**config.mk**
```make
export PLATFORM = sky130hd
export DESIGN_NAME = merge_sorter_unit
export DESIGN_NICKNAME = d
export VERILOG_FILES = /design/src/rtl/msort_pkg.sv /design/src/rtl/msort_seq.sv /design/src/rtl/merge_sorter_unit.sv
export SDC_FILE = /design/constraint.sdc
export NUM_CORES = 2
export LEC_CHECK = 0
export BUFFER_PORTS_ARGS = -buffer_cell sky130_fd_sc_hd__buf_2
export CAP_MARGIN = 0
export CORE_MARGIN = 2
export CORE_UTILIZATION = 61
export DETAILED_ROUTE_END_ITERATION = 6
export PLACE_DENSITY_LB_ADDON = 0.15
export SKIP_LAST_GASP = 1
export SLEW_MARGIN = 40
export SYNTH_ARGS = -nofsm -noshare
export SYNTH_HDL_FRONTEND = slang
export SYNTH_SLANG_ARGS = --single-unit
```
**constraint.sdc**
```tcl
create_clock -name i_clk -period 12.74 [get_ports i_clk]
set_input_delay 1.274 -clock i_clk [delete_from_list [all_inputs] [get_ports i_clk]]
set_output_delay 1.274 -clock i_clk [all_outputs]
set_load 0.1 [all_outputs]
```
**src/rtl/msort_pkg.sv**
```systemverilog
`timescale 1ns / 1ps
`default_nettype none

package msort_pkg;

    localparam int unsigned DataWidth = 32;

    typedef enum logic [2:0] {
        ST_LOAD,
        ST_RUN,
        ST_FETCH,
        ST_MERGE,
        ST_OUT_RD,
        ST_OUT_WR
    } t_seq_state;

    typedef struct packed {
        logic load_ready;
        logic rd_en;
        logic wr_en;
        logic wr_left;
        logic src_sel;
        logic out_load;
        logic out_last;
        logic done;
    } t_seq_ctl;

endpackage

`default_nettype wire

```
**src/rtl/msort_seq.sv**
```systemverilog
`timescale 1ns / 1ps
`default_nettype none

module msort_seq #(
    parameter int unsigned CW = 5,
    parameter int unsigned AW = 4
) (
    input  wire                    i_clk,
    input  wire                    i_rst_n,
    input  wire                    i_start,
    input  wire [CW-1:0]           i_n,
    input  wire                    i_a_le_b,
    input  wire                    i_out_free,
    output msort_pkg::t_seq_ctl    o_ctl,
    output logic [AW-1:0]          o_rd_a_addr,
    output logic [AW-1:0]          o_rd_b_addr,
    output logic [AW-1:0]          o_wr_addr
);

    msort_pkg::t_seq_state r_state, n_state;

    logic [CW-1:0] r_n, n_n;
    logic [CW:0]   r_w, n_w;
    logic [CW-1:0] r_lo, n_lo;
    logic [CW-1:0] r_mid, n_mid;
    logic [CW-1:0] r_hi, n_hi;
    logic [CW-1:0] r_i, n_i;
    logic [CW-1:0] r_j, n_j;
    logic [CW-1:0] r_k, n_k;
    logic          r_src, n_src;

    logic [CW+1:0] sum_mid;
    logic [CW+1:0] sum_hi;
    logic [CW+1:0] n_ext;
    logic [CW-1:0] run_mid;
    logic [CW-1:0] run_hi;
    logic [CW-1:0] k_inc;
    logic [CW:0]   w2;
    logic          left_ok;
    logic          right_ok;
    logic          take_left;
    logic          run_end;
    logic          pass_end;
    logic          sort_end;
    logic          out_end;

    assign sum_mid   = {2'b00, r_lo} + {1'b0, r_w};
    assign sum_hi    = {2'b00, r_lo} + {r_w, 1'b0};
    assign n_ext     = {2'b00, r_n};
    assign run_mid   = (sum_mid > n_ext) ? r_n : sum_mid[CW-1:0];
    assign run_hi    = (sum_hi > n_ext) ? r_n : sum_hi[CW-1:0];
    assign k_inc     = r_k + CW'(1);
    assign w2        = {r_w[CW-1:0], 1'b0};
    assign left_ok   = r_i < r_mid;
    assign right_ok  = r_j < r_hi;
    assign take_left = left_ok && (!right_ok || i_a_le_b);
    assign run_end   = k_inc == r_hi;
    assign pass_end  = sum_hi >= n_ext;
    assign sort_end  = w2 >= {1'b0, r_n};
    assign out_end   = k_inc == r_n;

    always_comb begin
        n_state = r_state;
        case (r_state)
            msort_pkg::ST_LOAD: begin
                if (i_start) begin
                    n_state = (i_n <= CW'(1)) ? msort_pkg::ST_OUT_RD : msort_pkg::ST_RUN;
                end
            end
            msort_pkg::ST_RUN: begin
                n_state = msort_pkg::ST_FETCH;
            end
            msort_pkg::ST_FETCH: begin
                n_state = msort_pkg::ST_MERGE;
            end
            msort_pkg::ST_MERGE: begin
                if (!run_end) begin
                    n_state = msort_pkg::ST_FETCH;
                end else if (pass_end && sort_end) begin
                    n_state = msort_pkg::ST_OUT_RD;
                end else begin
                    n_state = msort_pkg::ST_RUN;
                end
            end
            msort_pkg::ST_OUT_RD: begin
                if (i_out_free) begin
                    n_state = msort_pkg::ST_OUT_WR;
                end
            end
            msort_pkg::ST_OUT_WR: begin
                n_state = out_end ? msort_pkg::ST_LOAD : msort_pkg::ST_OUT_RD;
            end
            default: begin
                n_state = msort_pkg::ST_LOAD;
            end
        endcase
    end

    always_comb begin
        o_ctl            = '0;
        o_ctl.load_ready = r_state == msort_pkg::ST_LOAD;
        o_ctl.rd_en      = (r_state == msort_pkg::ST_FETCH)
                        || ((r_state == msort_pkg::ST_OUT_RD) && i_out_free);
        o_ctl.wr_en      = r_state == msort_pkg::ST_MERGE;
        o_ctl.wr_left    = take_left;
        o_ctl.src_sel    = r_src;
        o_ctl.out_load   = r_state == msort_pkg::ST_OUT_WR;
        o_ctl.out_last   = out_end;
        o_ctl.done       = (r_state == msort_pkg::ST_OUT_WR) && out_end;
        o_rd_a_addr      = (r_state == msort_pkg::ST_FETCH) ? r_i[AW-1:0] : r_k[AW-1:0];
        o_rd_b_addr      = r_j[AW-1:0];
        o_wr_addr        = r_k[AW-1:0];
    end

    always_comb begin
        n_n   = r_n;
        n_w   = r_w;
        n_lo  = r_lo;
        n_mid = r_mid;
        n_hi  = r_hi;
        n_i   = r_i;
        n_j   = r_j;
        n_k   = r_k;
        n_src = r_src;
        case (r_state)
            msort_pkg::ST_LOAD: begin
                if (i_start) begin
                    n_n   = i_n;
                    n_w   = (CW+1)'(1);
                    n_lo  = '0;
                    n_k   = '0;
                    n_src = 1'b0;
                end
            end
            msort_pkg::ST_RUN: begin
                n_mid = run_mid;
                n_hi  = run_hi;
                n_i   = r_lo;
                n_j   = run_mid;
                n_k   = r_lo;
            end
            msort_pkg::ST_MERGE: begin
                if (take_left) begin
                    n_i = r_i + CW'(1);
                end else begin
                    n_j = r_j + CW'(1);
                end
                n_k = k_inc;
                if (run_end) begin
                    if (pass_end) begin
                        n_w   = w2;
                        n_src = ~r_src;
                        n_lo  = '0;
                        n_k   = '0;
                    end else begin
                        n_lo = sum_hi[CW-1:0];
                    end
                end
            end
            msort_pkg::ST_OUT_WR: begin
                n_k = k_inc;
            end
            default: begin
                n_k = r_k;
            end
        endcase
    end

    always_ff @(posedge i_clk) begin
        if (!i_rst_n) begin
            r_state <= msort_pkg::ST_LOAD;
            r_n     <= '0;
            r_w     <= '0;
            r_lo    <= '0;
            r_mid   <= '0;
            r_hi    <= '0;
            r_i     <= '0;
            r_j     <= '0;
            r_k     <= '0;
            r_src   <= 1'b0;
        end else begin
            r_state <= n_state;
            r_n     <= n_n;
            r_w     <= n_w;
            r_lo    <= n_lo;
            r_mid   <= n_mid;
            r_hi    <= n_hi;
            r_i     <= n_i;
            r_j     <= n_j;
            r_k     <= n_k;
            r_src   <= n_src;
        end
    end

    a_read_stays_in_run: assert property (@(posedge i_clk) disable iff (!i_rst_n)
        (r_state == msort_pkg::ST_MERGE) |-> (r_k < r_hi) && (r_hi <= r_n))
        else $error("merge output index left its run");

    a_one_side_left: assert property (@(posedge i_clk) disable iff (!i_rst_n)
        (r_state == msort_pkg::ST_MERGE) |-> (left_ok || right_ok))
        else $error("merge step with both runs exhausted");

    a_index_balance: assert property (@(posedge i_clk) disable iff (!i_rst_n)
        (r_state == msort_pkg::ST_MERGE)
        |-> ({1'b0, r_k} + {1'b0, r_mid} == {1'b0, r_i} + {1'b0, r_j}))
        else $error("merge indices out of step");

endmodule

`default_nettype wire

```
**src/rtl/merge_sorter_unit.sv**
```systemverilog
`timescale 1ns / 1ps
`default_nettype none

// Channel   Direction  tdata              tlast        tuser
// s_axis    in         value[31:0]        is_last      -
// m_axis    out        sorted_value[31:0] end_of_list  truncated
//
// Loading takes one cycle per element; the last element starts the sort.
// The sort makes ceil(log2 N) merge passes, as one compare unit alternates
// between the two stores; output reads each result through the store read port.
// Reset is synchronous and active low; the input is held off from the last
// transfer until the final result has been loaded, and m_axis stalls are absorbed.

module merge_sorter_unit #(
    parameter int unsigned MAX_ELEMENTS = 16
) (
    input  wire         i_clk,
    input  wire         i_rst_n,
    input  wire         s_axis_tvalid,
    output logic        s_axis_tready,
    input  wire  [31:0] s_axis_tdata,   // value[31:0]
    input  wire         s_axis_tlast,
    output logic        m_axis_tvalid,
    input  wire         m_axis_tready,
    output logic [31:0] m_axis_tdata,   // sorted_value[31:0]
    output logic        m_axis_tlast,
    output logic        m_axis_tuser    // truncated
);

    localparam int unsigned CW = $clog2(MAX_ELEMENTS + 1);
    localparam int unsigned AW = $clog2(MAX_ELEMENTS);
    localparam int unsigned DW = msort_pkg::DataWidth;

    logic [DW-1:0] r_list_store [MAX_ELEMENTS];
    logic [DW-1:0] r_merge_scratch [MAX_ELEMENTS];

    logic [CW-1:0] r_count;
    logic          r_ovf;
    logic [DW-1:0] r_rd_a;
    logic [DW-1:0] r_rd_b;
    logic          r_out_valid;
    logic [DW-1:0] r_out_data;
    logic          r_out_last;
    logic          r_out_trunc;

    msort_pkg::t_seq_ctl seq_ctl;
    logic [AW-1:0] rd_a_addr;
    logic [AW-1:0] rd_b_addr;
    logic [AW-1:0] wr_addr;
    logic          in_acc;
    logic          has_room;
    logic          load_we;
    logic          start;
    logic [CW-1:0] n_in;
    logic          a_le_b;
    logic          out_free;
    logic [DW-1:0] wr_data;

    assign s_axis_tready = seq_ctl.load_ready;
    assign in_acc        = s_axis_tvalid && s_axis_tready;
    assign has_room      = r_count < CW'(MAX_ELEMENTS);
    assign load_we       = in_acc && has_room;
    assign start         = in_acc && s_axis_tlast;
    assign n_in          = has_room ? (r_count + CW'(1)) : r_count;
    assign a_le_b        = $signed(r_rd_a) <= $signed(r_rd_b);
    assign out_free      = !r_out_valid || m_axis_tready;
    assign wr_data       = seq_ctl.wr_left ? r_rd_a : r_rd_b;

    msort_seq #(
        .CW           (CW),
        .AW           (AW)
    ) u_seq (
        .i_clk       (i_clk),
        .i_rst_n     (i_rst_n),
        .i_start     (start),
        .i_n         (n_in),
        .i_a_le_b    (a_le_b),
        .i_out_free  (out_free),
        .o_ctl       (seq_ctl),
        .o_rd_a_addr (rd_a_addr),
        .o_rd_b_addr (rd_b_addr),
        .o_wr_addr   (wr_addr)
    );

    always_ff @(posedge i_clk) begin
        if (load_we) begin
            r_list_store[r_count[AW-1:0]] <= s_axis_tdata;
        end else if (seq_ctl.wr_en && seq_ctl.src_sel) begin
            r_list_store[wr_addr] <= wr_data;
        end
        if (seq_ctl.wr_en && !seq_ctl.src_sel) begin
            r_merge_scratch[wr_addr] <= wr_data;
        end
        if (seq_ctl.rd_en) begin
            r_rd_a <= seq_ctl.src_sel ? r_merge_scratch[rd_a_addr] : r_list_store[rd_a_addr];
            r_rd_b <= seq_ctl.src_sel ? r_merge_scratch[rd_b_addr] : r_list_store[rd_b_addr];
        end
    end

    always_ff @(posedge i_clk) begin
        if (!i_rst_n) begin
            r_count     <= '0;
            r_ovf       <= 1'b0;
            r_out_valid <= 1'b0;
        end else begin
            if (seq_ctl.done) begin
                r_count <= '0;
                r_ovf   <= 1'b0;
            end else if (load_we) begin
                r_count <= r_count + CW'(1);
            end else if (in_acc) begin
                r_ovf <= 1'b1;
            end
            if (seq_ctl.out_load) begin
                r_out_valid <= 1'b1;
            end else if (m_axis_tready) begin
                r_out_valid <= 1'b0;
            end
        end
    end

    always_ff @(posedge i_clk) begin
        if (seq_ctl.out_load) begin
            r_out_data  <= r_rd_a;
            r_out_last  <= seq_ctl.out_last;
            r_out_trunc <= r_ovf;
        end
    end

    assign m_axis_tvalid = r_out_valid;
    assign m_axis_tdata  = r_out_data;
    assign m_axis_tlast  = r_out_last;
    assign m_axis_tuser  = r_out_trunc;

    a_count_bound: assert property (@(posedge i_clk) disable iff (!i_rst_n)
        r_count <= CW'(MAX_ELEMENTS))
        else $error("element count beyond store depth");

    a_single_writer: assert property (@(posedge i_clk) disable iff (!i_rst_n)
        !(load_we && seq_ctl.wr_en))
        else $error("load and merge write the store together");

    a_write_after_read: assert property (@(posedge i_clk) disable iff (!i_rst_n)
        seq_ctl.wr_en |-> $past(seq_ctl.rd_en))
        else $error("merge write without a preceding read");

    a_no_overwrite: assert property (@(posedge i_clk) disable iff (!i_rst_n)
        seq_ctl.out_load |-> $past(out_free))
        else $error("result register overwritten before transfer");

    a_clear_after_list: assert property (@(posedge i_clk) disable iff (!i_rst_n)
        seq_ctl.done |=> (r_count == '0) && !r_ovf)
        else $error("list state not cleared after output");

endmodule

`default_nettype wire
```
### After elaboration in Yosys (flattened, before gate mapping)

Memory sizes are Yosys's and may differ from the RTL's. A register that Yosys moved wholly into a read port is not among the register bits.
Cells that the tools add are included.

| word-level totals | value |
|---|---|
| register bits after elaboration | 150 |
| RAM bits | 1024 |
| output and inout port bits | 36 |
| memories | 2 |
| logic and storage cells | 130 |
| bits of input ports | 37 |

Memory list:

| name | words | width | read ports | clocked after memory_dff | write ports | RTL line | source |
|---|---|---|---|---|---|---|---|
| r_list_store | 16 | 32 | 2 | 1 | 1 | merge_sorter_unit.sv:34 | `logic [DW-1:0] r_list_store [MAX_ELEMENTS];` |
| r_merge_scratch | 16 | 32 | 2 | 1 | 1 | merge_sorter_unit.sv:35 | `logic [DW-1:0] r_merge_scratch [MAX_ELEMENTS];` |

| operators by class | value |
|---|---|
| bitwise logic cells | 3 |
| eq/ne operators | 13 |
| magnitude comparators | 9 |
| muxes and demuxes | 49 |
| reduce and logical (&&, ||, !) cells | 30 |
| add/subtract/negate cells | 6 |

Operators with widths:

| operator | number |
|---|---|
| $mux 32 | 4 |
| $mux 5 | 10 |
| $le 32x32->1 | 1 |
| $reduce_or 32->1 | 1 |
| $pmux 5 s2 | 3 |
| $mux 4 | 6 |
| $add 5x1->5 const B | 4 |
| $pmux 5 s4 | 1 |
| $mux 3 | 6 |
| $mux 6 | 3 |
| $pmux 3 s6 | 1 |
| $gt 7x5->1 | 2 |
| $mux 1 | 13 |
| $pmux 6 s2 | 1 |
| $reduce_and 2->1 | 6 |
| $eq 5x5->1 | 2 |
| $lt 5x5->1 | 2 |
| $ne 2x1->1 const B | 5 |
| $logic_and 1x1->1 | 9 |
| $add 5x6->7 | 1 |
| $add 5x7->7 | 1 |
| $ge 7x5->1 | 1 |
| $eq 3x2->1 const B | 2 |
| $eq 3x3->1 const B | 2 |
| 15 further kinds | 23 |

### Logic depth before layout (Yosys ltp)

| logic depth | value |
|---|---|
| depth after elaboration | 8 |
| gate-level depth with buffers | 14 |
| mapped depth without buffers | 13 |

### Hierarchy

A second synthesis with hierarchy kept.

| second synthesis, totals | value |
|---|---|
| cells, all modules | 2796 |
| area, all modules | 55164.2 µm² |

Modules (own cells, without submodules):

| module | instances | area an instance (µm²) | cells an instance | seq. area each (µm²) |
|---|---|---|---|---|
| merge_sorter_unit | 1 | 51748.4 | 2369 | 33832.4 |
| msort_seq | 1 | 3415.8 | 427 | 880.8 |

### Worst setup path after synthesis

Ideal clock, no wire load.

| timing path | value |
|---|---|
| path type | input -> register |
| from | input m_axis_tready |
| to | register r_rd_a[0] (enable) |
| library setup time | 0.486 ns |
| data arrival time | 4.167 ns |
| slack | 8.086 ns |
| cell stages on the path | 3 |
| data required time | 12.254 ns |
| buffers on the path | 0 |
| path through | nand2b_1 > a21oi_1 > nor2_1 |

RTL lines:

| what | RTL line | source |
|---|---|---|
| start, declared | merge_sorter_unit.sv:24 | `input wire m_axis_tready,` |
| end signal, assigned | merge_sorter_unit.sv:95 | `r_rd_a <= seq_ctl.src_sel ? r_merge_scratch[rd_a_addr] : r_list_store[rd_a_addr];` |
| end, declared | merge_sorter_unit.sv:39 | `logic [DW-1:0] r_rd_a;` |

### Final worst setup path

| timing path | value |
|---|---|
| from | register u_seq.r_state[1] |
| to | register r_rd_a[23] (data pin) |

| on the way | value |
|---|---|
| cells in the longest elaborated chain, start to end | 4 |
| elaborated cells on any way between the ends | 5 |
| classes of those cells | eq/ne: 1; mux: 2; memory: 2 |

RTL lines:

| what | RTL line | source |
|---|---|---|
| start, declared | msort_seq.sv:20 | `msort_pkg::t_seq_state r_state, n_state;` |
| start signal, assigned | msort_seq.sv:171 | `r_state <= msort_pkg::ST_LOAD;` |
| start signal, assigned | msort_seq.sv:182 | `r_state <= n_state;` |
| $eq 3x2->1 * | msort_seq.sv:110 | `o_rd_a_addr = (r_state == msort_pkg::ST_FETCH) ? r_i[AW-1:0] : r_k[AW-1:0];` |
| $mux 4 * | msort_seq.sv:110 |  |
| $mem_v2 16x32 (on tied branches) | -- |  |
| $mux 32 * | merge_sorter_unit.sv:95 |  |

Mark *: on every way between the ends. The rest lies on a longest branch, timed or not.
A chain may end at the register's enable or synchronous reset.

==> impl_metrics.py <==
metrics = {
    "logic_synthesis": {
        "synth_top_family_by_area": "multiplexers",
        "muxShareOfSynthArea_pct": 25.8,
        "ys_warn_count": 0,
        "ys_seq_area_share_pct": 62.5,
        "synth_edf_count": 1122,
        "synth_compound_area_share_pct": 2.05,
        "async_flop_share_pct": 0,
        "syn_area_sq_um": 55700,
        "synth_cells": 3086,
        "synth_seq_cells": 1177,
        "synth_fa_ha_area_share_pct": 1.62,
        "syn-num-nets": 3194,
        "synthXorXnorAreaFrac_pct": 0.454,
        "yosysUniqueCellTypes": 70,
        "synthFlopType": "edfxtp_1",
        "synth_simple_gate_area_share_pct": 5.29,
        "post_synth.cell_area_avg_sq_um": 18.0,
    },
    "sta": {
        "hold_violations": 0,
        "setup_viol": 0,
        "setup_slack_ps": 7600,
        "worst_pin_slew_ps": 925,
        "fin_skew_ps": 33.3,
        "slew_headroom_pct": 38.4,
        "fin_crit_sh_pct": 40.3,
        "rsz0062_at_grt": "no",
        "whs_ps": 444,
        "fin_crit_ps": 5140,
        "fmax_mhz": 195,
        "drv_slew": 0,
        "tns_ps": 0,
    },
    "setup_path": {
        "timing.rr.end": "r_rd_a[23]",
        "crit_path_cell_trace": "nor3b_4 > nor2_1 > a21oi_4 > buf_6 > buf_4 > mux4_2 > nand2_1 > nand3_1 > nand3_1 > o21ai_1",
        "crit_arrival_ps": 5570,
        "max_stage_delay_ps": 780,
        "start_kind": "flip-flop",
        "cp_max_fo": 59,
        "cp_common_cell": "nand3_1",
        "r2r-start": "u_seq.r_state[1]",
        "path_class": "reg2reg",
        "cp_num_buf_inv": 2,
        "crit_slowest_cell": "dfxtp_1",
        "rrSetupSlack_ps": 7600,
        "critical_path.endpoint_type": "flip-flop",
        "ff2ff_path_depth": 10,
        "critical_path.top_delay_family": "simple AND/OR/NAND/NOR gates",
        "cp.required_ps": 13180,
    },
    "floorplan": {
        "fp.dieW_microns": 306,
        "dieArea_sq_um": 93700,
        "core_sq_um": 90300,
        "rows": 110,
        "die_h_microns": 306,
        "initial_core_util_pct": 61.7,
        "ioPinCount": 73,
    },
    "global_routing": {
        "grtUsageTotal_pct": 34.1,
        "grt_pass1_wl_microns": 228000,
        "first_global_vias": 32500,
        "grt-ovfl-total": 0,
        "grt_max_degree": 82,
        "antenna_found_initial": 6,
    },
    "power_and_ir_drop": {
        "p_leak_nw": 20.0,
        "p_seq_share_pct": 44.3,
        "p_sw_share_pct": 31.1,
        "internal_power_w": 0.00838,
        "p_clk_share_pct": 28.4,
        "power.density_nw_per_um2": 197,
        "switchingPower_w": 0.00378,
        "peakVddDrop_v": 0.000161,
        "combinationalPowerShare_pct": 27.3,
    },
    "min_path": {
        "worstHoldPathCells": 0,
        "hold_path.startpoint": "r_ovf",
        "hold_end": "m_axis_tuser",
        "min_path_type": "reg2reg",
    },
    "flow_run": {
        "maxCapViolations": 0,
    },
    "routing": {
        "vias_per_cell": 7.44,
        "post-route-drc-count": 0,
        "dr_total_vias": 32900,
        "drt_pass1_iterations": 5,
        "final_antenna_net_count": 0,
        "avgRoutedWirePerCell_microns": 35.5,
        "dr.first_iter.drc_count": 5321,
        "drt-total-wl_microns": 157000,
    },
    "clock_tree": {
        "clk_pin_slew_ps": 60,
        "clk_path_buf_depth": 3,
        "cts.repair.resized": 0,
        "cts_hold_buf": 0,
        "cts_tree": "built",
        "htree_num_levels": 3,
        "clock-sinks": 1177,
        "postCtsSetupRepairBufs": 0,
        "clockRootBuffer": "clkbuf_16",
        "numCtsBuffers": 115,
        "clk-insertion-delay-late_ps": 710,
    },
    "placement": {
        "dpl.hpwl_microns": 88000,
        "pre_cts_slack_ps": 7720,
        "gp_congestion": 0.870,
        "portBuffers": 72,
    },
    "run_status": {
        "status": "finished, final reports clean",
    },
    "cells_and_area": {
        "mostFrequentLayoutCell": "edfxtp_1",
        "layout.nets": 3249,
        "drive_above_1_share_pct": 33.1,
        "final_cell_mix": "edfxtp_1, mux4_2, nand2_1",
        "synthToLayoutAreaGrowth_pct": 10.6,
    },
}
-- registers in the layout (all words and copies together) (netlist names), 4 cells and up, named ones only --
signal / cells
r_rd_b: 32
r_rd_a: 32
m_axis_tdata: 32
u_seq.r_mid: 5
u_seq.r_k: 5
r_count: 5
r_merge_scratch: 512
u_seq.r_n: 5
u_seq.r_i: 5
u_seq.r_w: 6
u_seq.r_lo: 4
u_seq.r_j: 5
r_list_store: 512
u_seq.r_hi: 5
-- layer usage --
metal,wire length (microns),vias up,share of wire (%),global-route usage (%)
li1,-,12800,-,-
met1,55400,17100,35,47.0
met2,74000,2611,47,52.6
met3,20200,371,13,9.44
met4,7270,8,4.6,13.8
met5,49,-,0.031,0
-- synth_stat cells, types with 4 or more instances --
library cell | count | area share, %
buf_2 | 53 | 0.48
nand2b_1 | 6 | 0.067
and3_1 | 5 | 0.056
mux2_2 | 69 | 1.4
nand3_1 | 182 | 1.6
nor4_1 | 6 | 0.067
o21ai_1 | 13 | 0.12
a21o_1 | 7 | 0.094
o21ai_0 | 41 | 0.37
nand4_1 | 6 | 0.067
a221oi_1 | 4 | 0.063
nor2b_1 | 5 | 0.056
dfxtp_1 | 55 | 2.0
buf_4 | 29 | 0.39
ha_1 | 69 | 1.6
inv_1 | 66 | 0.44
nor2_1 | 66 | 0.44
mux2_4 | 30 | 0.81
a211oi_1 | 11 | 0.15
a31oi_1 | 9 | 0.10
nor3_1 | 15 | 0.13
xor2_1 | 7 | 0.11
mux4_2 | 576 | 23
nand2_1 | 333 | 2.2
and2_1 | 19 | 0.21
a21oi_1 | 45 | 0.40
clkbuf_1 | 103 | 0.69
xnor2_1 | 20 | 0.31
edfxtp_1 | 1122 | 61
buf_1 | 23 | 0.16
o21a_1 | 6 | 0.081
mux2i_1 | 16 | 0.29
a22oi_1 | 6 | 0.081
-- kinds of logic (layout without fill, tap and decap cells) --
logic type,Yosys count,after routing
DFF,1177,1177
and+or+nand+nor,662,662
AOI/OAI and AO/OA,178,178
muxes,691,691
adders and majority gates,71,71
buffers and inverters,278,431
other,1,3
xor gates and xnor gates,28,28
-- worst max-delay path by stage --
stage                startpoint         end  slack [ps]  cells past startpoint
6_report       u_seq.r_state[1]  r_rd_a[23]        7600                     10
5_1_grt        u_seq.r_state[1]  r_rd_a[23]        7440                     10
4_1_cts        u_seq.r_state[1]  r_rd_a[22]        7650                     10
3_5_place_dp   u_seq.r_state[1]  r_rd_a[23]        7720                     10
3_3_place_gp   u_seq.r_state[1]  r_rd_a[20]        7050                     10
2_1_floorplan     m_axis_tready   r_rd_a[0]        8090                      3
-- area by class of cell --
| class | instances | area, sq um |
|---|---|---|
| flip-flops and latches | 1177 | 34800 |
| clock buffers | 134 | 2990 |
| repair buffers | 150 | 1320 |
| well taps | 1176 | 1470 |
| fillers | 5806 | 28700 |
| diodes | 2 | 5.00 |
| clock inverters | 81 | 841 |
| multi-input cells | 1631 | 19900 |
| inverters | 66 | 248 |
-- worst register-to-register path, stage by stage (launching register included) --
cell and delay (ps):
dfxtp_1 780, nor3b_4 730, nor2_1 190, a21oi_4 700, buf_6 620, buf_4 720
mux4_2 410, nand2_1 80, nand3_1 130, nand3_1 390, o21ai_1 130
-- power by group through the flow --
stage / combinational (W) / sequential, W / clock (W)
2_1_floorplan: 0.00227 / 0.00535 / 0
6_report: 0.00331 / 0.00538 / 0.00345
5_1_grt: 0.00346 / 0.00540 / 0.00362
3_5_place_dp: 0.00325 / 0.00546 / 0
3_3_place_gp: 0.00313 / 0.00545 / 0
4_1_cts: 0.00326 / 0.00538 / 0.00348
-- stage by stage --
| step | cells | utilization [%] | area [sq um] | power [W] |
|---|---|---|---|---|
| after global placement | 4178 | 63.3 | 57200 | 0.00858 |
| final | 4417 | 68.2 | 61600 | 0.0122 |
| after global routing | 4415 | 68.2 | 61600 | 0.0125 |
| after detailed placement | 4191 | 63.7 | 57500 | 0.00871 |
| after CTS | 4406 | 67.9 | 61300 | 0.0121 |
| after floorplan | 3086 | - | 55700 | 0.00761 |
(Power assumes the default switching activity.)
